## config.mk

```make
export PLATFORM = sky130hd
export DESIGN_NAME = scaled_integer_to_binary64_top
export DESIGN_NICKNAME = d
export VERILOG_FILES = /design/src/si2d_pkg.sv /design/src/si2d_norm.sv /design/src/si2d_round.sv /design/src/scaled_integer_to_binary64_top.sv
export SDC_FILE = /design/constraint.sdc
export NUM_CORES = 1
export LEC_CHECK = 0
export BUFFER_PORTS_ARGS = -buffer_cell sky130_fd_sc_hd__buf_2
export CORE_MARGIN = 2
export CORE_UTILIZATION = 56
export CTS_CLUSTER_DIAMETER = 60
export DETAILED_ROUTE_END_ITERATION = 16
export PLACE_DENSITY = 0.77
export SLEW_MARGIN = 20
export SYNTH_ARGS = -nofsm -noshare
export SYNTH_HDL_FRONTEND = slang
export SYNTH_SLANG_ARGS = --single-unit
```

## constraint.sdc

```tcl
create_clock -name i_clk -period 4.5 [get_ports i_clk]
set_input_delay 0.45 -clock i_clk [delete_from_list [all_inputs] [get_ports i_clk]]
set_output_delay 0.45 -clock i_clk [all_outputs]
set_load 0.05 [all_outputs]
```

## src/si2d_pkg.sv

```systemverilog
package si2d_pkg;
    localparam int MANT_W = 64;
    localparam int EXP_W  = 16;
    localparam int LZ_W   = 7;
    localparam int BE_W   = 18;
    localparam int BIAS_TOP = 1086;
    localparam logic [63:0] SIGN_BIT = 64'h8000000000000000;
    localparam logic [63:0] INF_BITS = 64'h7ff0000000000000;

    typedef struct packed {
        logic        neg;
        logic        zero;
        logic [63:0] n;
        logic signed [BE_W-1:0] biased;
    } t_norm;
endpackage

```

## src/si2d_norm.sv

```systemverilog
module si2d_norm
    import si2d_pkg::*;
(
    input  logic                    i_clk,
    input  logic                    i_rst_n,
    input  logic                    i_vld,
    input  logic                    i_neg,
    input  logic signed [EXP_W-1:0] i_exp,
    input  logic [MANT_W-1:0]       i_mant,
    output logic                    o_vld,
    output t_norm                   o_norm
);
    // stage a: leading-zero count, stage b: shift and bias
    logic [LZ_W-1:0] n_lz;
    logic [LZ_W-1:0] r_lz;
    logic [MANT_W-1:0] r_mant;
    logic signed [EXP_W-1:0] r_exp;
    logic r_neg, r_va, r_vb;
    t_norm r_norm;

    always_comb begin
        n_lz = LZ_W'(64);
        for (int i = 0; i < 64; i++) begin
            if (i_mant[i]) n_lz = LZ_W'(63 - i);
        end
    end

    always_ff @(posedge i_clk) begin
        if (!i_rst_n) begin
            r_va <= 1'b0;
            r_vb <= 1'b0;
        end else begin
            r_va <= i_vld;
            r_vb <= r_va;
        end
        r_lz   <= n_lz;
        r_mant <= i_mant;
        r_exp  <= i_exp;
        r_neg  <= i_neg;
        r_norm.neg    <= r_neg;
        r_norm.zero   <= (r_mant == '0);
        r_norm.n      <= r_mant << r_lz[5:0];
        r_norm.biased <= BE_W'(r_exp) - BE_W'(signed'({1'b0, r_lz}))
                         + BE_W'(BIAS_TOP);
    end

    assign o_vld  = r_vb;
    assign o_norm = r_norm;
endmodule

```

## src/si2d_round.sv

```systemverilog
module si2d_round
    import si2d_pkg::*;
(
    input  logic        i_clk,
    input  logic        i_rst_n,
    input  logic        i_vld,
    input  t_norm       i_norm,
    output logic        o_vld,
    output logic [63:0] o_bits
);
    // stage c: align to subnormal grid, stage d: round and pack
    logic signed [BE_W-1:0] shamt;
    logic [63:0] n_q, n_r, n_half;
    logic n_sub, n_flush;
    logic [63:0] r_q, r_r, r_half;
    logic r_sub, r_flush, r_zero, r_neg, r_vc, r_vd;
    logic signed [BE_W-1:0] r_be;
    logic [63:0] r_bits;
    logic        up;
    logic [53:0] qn;
    logic [63:0] qs;
    logic [11:0] be2;
    logic [63:0] n_bits;

    always_comb begin
        // s = -f - 1074 = 12 - biased
        shamt  = BE_W'(12) - i_norm.biased;
        n_sub  = (i_norm.biased < 1);
        n_flush = 1'b0;
        n_q = i_norm.n >> 11;
        n_r = {53'd0, i_norm.n[10:0]};
        n_half = 64'h400;
        if (n_sub) begin
            if (shamt > 64) begin
                n_flush = 1'b1;
                n_q = '0; n_r = '0; n_half = '0;
            end else if (shamt == 64) begin
                n_q = '0; n_r = i_norm.n; n_half = SIGN_BIT;
            end else begin
                n_q = i_norm.n >> shamt[5:0];
                n_half = 64'd1 << (shamt[5:0] - 6'd1);
                n_r = i_norm.n & ((64'd1 << shamt[5:0]) - 64'd1);
            end
        end
    end

    always_comb begin
        up = (r_r > r_half) || ((r_r == r_half) && r_q[0]);
        qn = {1'b0, r_q[52:0]} + {53'd0, up};
        be2 = r_be[11:0];
        qs = r_q + {63'd0, up};
        if (r_zero || r_flush) begin
            n_bits = {r_neg, 63'd0};
        end else if (r_sub) begin
            n_bits = {r_neg, qs[62:0]};
        end else if (qn[53]) begin
            // carry out of the significand bumps the exponent
            if (r_be >= 2046) n_bits = {r_neg, INF_BITS[62:0]};
            else n_bits = {r_neg, 11'(be2 + 12'd1), 52'd0};
        end else if (r_be >= 2047) begin
            n_bits = {r_neg, INF_BITS[62:0]};
        end else begin
            n_bits = {r_neg, be2[10:0], qn[51:0]};
        end
    end

    always_ff @(posedge i_clk) begin
        if (!i_rst_n) begin
            r_vc <= 1'b0;
            r_vd <= 1'b0;
        end else begin
            r_vc <= i_vld;
            r_vd <= r_vc;
        end
        r_q <= n_q; r_r <= n_r; r_half <= n_half;
        r_sub <= n_sub; r_flush <= n_flush;
        r_zero <= i_norm.zero; r_neg <= i_norm.neg; r_be <= i_norm.biased;
        r_bits <= n_bits;
    end

    assign o_vld  = r_vd;
    assign o_bits = r_bits;
endmodule

```

## src/scaled_integer_to_binary64_top.sv

```systemverilog
// o_done strobes when an accepted request leaves the round stage
// throughput: one request per cycle, busy is always low
// the four stages are count, shift, align, round; the receiver cannot stall
// reset (synchronous, active low) clears only the valid bits
module scaled_integer_to_binary64_top
    import si2d_pkg::*;
(
    input  logic                    i_clk,
    input  logic                    i_rst_n,
    input  logic                    start,
    output logic                    busy,
    input  logic                    i_sign_negative,
    input  logic signed [EXP_W-1:0] i_exponent,
    input  logic [MANT_W-1:0]       i_mantissa,
    output logic                    o_done,
    output logic [63:0]             o_result_bits
);
    // no state between requests, so the pipe never pushes back
    logic  acc, v_norm;
    t_norm norm;

    assign busy = 1'b0;
    assign acc  = start && !busy;

    // normalize: leading-zero count then shift with exponent bias
    si2d_norm u_norm (
        .i_clk, .i_rst_n, .i_vld(acc), .i_neg(i_sign_negative),
        .i_exp(i_exponent), .i_mant(i_mantissa), .o_vld(v_norm), .o_norm(norm)
    );

    // round to nearest even, subnormal grid, overflow to infinity
    si2d_round u_round (
        .i_clk, .i_rst_n, .i_vld(v_norm), .i_norm(norm),
        .o_vld(o_done), .o_bits(o_result_bits)
    );

`ifndef SYNTHESIS
    a_lat: assert property (@(posedge i_clk) disable iff (!i_rst_n)
        acc |-> ##4 o_done) else $error("lost request");
    a_none: assert property (@(posedge i_clk) disable iff (!i_rst_n)
        !$past(acc, 4) && $past(i_rst_n, 4) |-> !o_done) else $error("extra result");
`endif
endmodule

```

==> run_results.csv <==
group,metric,value,unit
run_status,status,"completed",
synth,synth-main-ff-cell,"dfxtp_1",
timing,rsz0062_at_grt,"false",
clock_tree,ctsHtreeMaxLevel,2,
timing,max_freq,234,MHz
grt,gr-total-overflow,0,
setup_path,endpoint_kind,"flip-flop",
drt,wl_per_cell,25.0,um
grt,grt_use_total,39.5,%
timing,hold_violations,0,
job,drv_cap,0,
floorplanning,die_y,218,um
synth,syn_inst,3004,
clock_tree,cts_buffers,49,
place,place_congestion,1.01,
synth,yosysMostFrequentCell,"dfxtp_1",
setup_path,rr_startpoint,"u_round.r_half[1]",
drt,ant_nets,0,
synth,synthDistinctLibCells,92,
synth,synth-edff-count,0,
floorplanning,num_rows,78,
synth,synth.mux.area_fraction,14.4,%
floorplanning,start_util,56.7,%
floorplanning,dieArea,47600,um^2
place,dp_slack,0.0117,ns
grt,antenna_found_initial,2,
floorplanning,num_io_pins,150,
floorplanning,die_w,218,um
synth,synth_area_leader_cell,"dfxtp_1",
drt,drc,0,
clock_tree,clock_path_buffers,3,
power,vdd_ir_drop_max,0.427,mV
worst_hold_path,min_from,"i_mantissa[18]",
synth,ys_ff_latch,453,
synth,avgSynthCellArea,8.55,um^2
setup_path,r2r_setup_slack,0.23,ns
timing,slew_headroom,29.3,%
drt,drt-total-wl,95500,um
timing,min_period,4.27,ns
synth,synthTopCellsByArea,"dfxtp_1, mux4_2, nand2_1",
synth,ys_seq_area_share,35.3,%
timing,clock_skew,0.0254,ns
grt,grt_pass1_vias,23700,
synth,synth_xor_area_share,3.78,%
cells_and_area,post-route-util,65.6,%
power,p_leak,12.3,nW
clock_tree,clkSinkCount,453,
clock_tree,cts.clk_slew.worst_paths,0.06,ns
setup_path,reg2reg_to,"u_round.o_bits[62]",
synth,synth_fp_nets,3174,
worst_hold_path,hold_path_class,"in2reg",
grt,grt_max_degree,66,
timing,fin_tns_setup,0,ns
timing,hold_slack,0.0252,ns
clock_tree,post_cts_buffers,0,
place,placed_area,27200,um^2
timing,worstMarginPinSlew,1.06,ns
setup_path,crit_path_start_kind,"flip-flop",
synth,synth_compound_area_share,16.6,%
power,power_density,577,nW/um^2
clock_tree,clkLatencyLatePin,0.60,ns
timing,setup_viol,0,
grt,grt_pass1_wl,142000,um
setup_path,cp_max_fo,6,
cells_and_area,instances_no_fill,3819,
synth,synth_top_family_by_area,"simple AND/OR/NAND/NOR gates",
synth,synthSimpleGateAreaFrac,20.8,%
place,dp.cells,3656,
place,dp_hpwl,68600,um
cells_and_area,drive_gt1_share,15.7,%
setup_path,crit_type,"reg2reg",
clock_tree,cts-root-buf,"clkbuf_16",
synth,yosys.area.top_type_share,35.3,%
setup_path,worst_ep_arrival_time,4.76,ns
drt,first_pass_iters,6,
cells_and_area,n_fill_cell,3665,
timing,period_share,94.8,%
cells_and_area,nets,3347,
synth,synth_fa_ha_area_share,4.26,%
drt,via_per_inst,6.51,
setup_path,reg2regPathDepth,18,
drt,drt_iter0_drc,2842,
clock_tree,cts_tree,"done",
timing,finalWorstSetupSlack,0.234,ns
worst_hold_path,hold_path_end,"u_norm.r_mant[18]",
timing,slew_viol_final,0,
drt,vias,24900,
floorplanning,coreArea,45300,um^2
synth,synth_common_cells,"dfxtp_1, nand2_1, nor2_1",
cells_and_area,fin_area,29700,um^2
worst_hold_path,whs_path_depth,1,
place,port-buffer-count,148,
synth,syn_area,25700,um^2
setup_path,cp.required,4.99,ns
power,finalPower,17.1,mW
cells_and_area,synthToLayoutAreaGrowth,15.7,%
synth,async_reset_ff_share,0,%
synth,ys_warn_count,0,
sequential cells by signal, indices dropped and copies added (netlist names), 7 cells and up:
name and flops:
u_norm.r_lz 7, u_round.r_half 64, u_norm.r_mant 64, u_round.r_r 64, u_norm.r_exp 16, u_round.o_bits 64
u_norm.o_norm 84, u_round.r_q 63, u_round.r_be 18
where the power goes:
group / switching [mW] / leakage (nW) / internal, mW / total, mW
combinational: 4.96 / 7.64 / 2.75 / 7.71
sequential: 0.628 / 3.76 / 4.52 / 5.15
clock: 1.72 / 0.871 / 2.55 / 4.27
worst max path at each step:
stage	start	endpoint	slack [ns]	depth (start not counted)
2_1_floorplan	u_norm.o_norm[0]	u_round.r_r[52]	0.04	17
3_3_place_gp	u_round.r_half[49]	u_round.o_bits[55]	0.05	18
3_5_place_dp	u_round.r_half[49]	u_round.o_bits[55]	0.01	18
4_1_cts	u_round.r_half[31]	u_round.o_bits[52]	0.04	19
5_1_grt	u_round.r_half[1]	u_round.o_bits[60]	0.03	18
6_report	u_round.r_half[1]	u_round.o_bits[62]	0.23	18
kinds of logic after synthesis:
| family | count (synthesis) |
|---|---|
| AOI/OAI and AO/OA | 652 |
| xor gates and xnor gates | 110 |
| adders and majority gates | 87 |
| buffers and inverters | 298 |
| DFF | 453 |
| muxes | 235 |
| other | 1 |
| and+or+nand+nor | 1168 |
what timing repair did:
action / CTS / global route
gates resized for setup: 1 / 11
hold buffers: 70 / 0
endpoints found under the hold margin: 70 / 0
endpoints found under the setup margin: 6 / 15
layout by cell type, fill, tap and decap left out, types with 18 or more instances in the layout:
cell type,count
nand3_1,68
nor2_1,374
and3_1,32
ha_1,82
o21a_1,18
xor2_1,60
nand4_1,45
a22o_1,29
buf_4,84
nand2_1,404
mux2i_1,108
o22ai_1,43
dfxtp_1,450
o211ai_1,20
mux4_2,105
or3_1,18
clkbuf_16,52
nor3_1,58
inv_1,109
xnor2_1,46
and2_1,30
o21ai_0,146
a21oi_1,161
nor4_1,45
a211oi_1,42
dlygate4sd3_1,70
mux2_2,21
a31oi_1,29
a21o_1,23
buf_2,148
final cells by class:
cell class                      instances  area [um^2]  share of cell area (%)
Antenna cell                            2         5.00                  0.0168
Tap cell                              600          751                    2.53
Timing Repair Buffer                  306         2150                    7.24
Sequential cell                       453         9080                    30.6
Inverter                              114          428                    1.44
Clock buffer                           66         1420                    4.79
Clock inverter                         25          343                    1.15
Multi-Input combinational cell       2253        15500                    52.3
layer usage:
layer	wire [um]	part of all wire (%)	vias to the layer above	global-route usage (%)
met5	0	0	-	0
met4	6350	6.7	0	23.8
met3	10200	11	341	9.09
met2	42600	45	1541	62.0
met1	36200	38	11800	49.5
li1	-	-	11200	-
worst max-delay path, stage by stage (launching register included):
cell and delay, ns:
dfxtp_1 0.30, inv_1 0.04, ha_1 0.32, nor2b_1 0.15, o21a_1 0.16, o21ai_0 0.17
a21oi_1 0.10, a2111oi_1 0.44, o21ai_0 0.19, nor3_2 0.37, o22ai_2 0.16, ha_2 0.23
ha_1 0.23, and3_1 0.29, and3_1 0.33, nand4_1 0.15, xor2_1 0.25, nand2_1 0.08
and4b_1 0.20
Note: power is estimated with default switching activity, not from simulation.
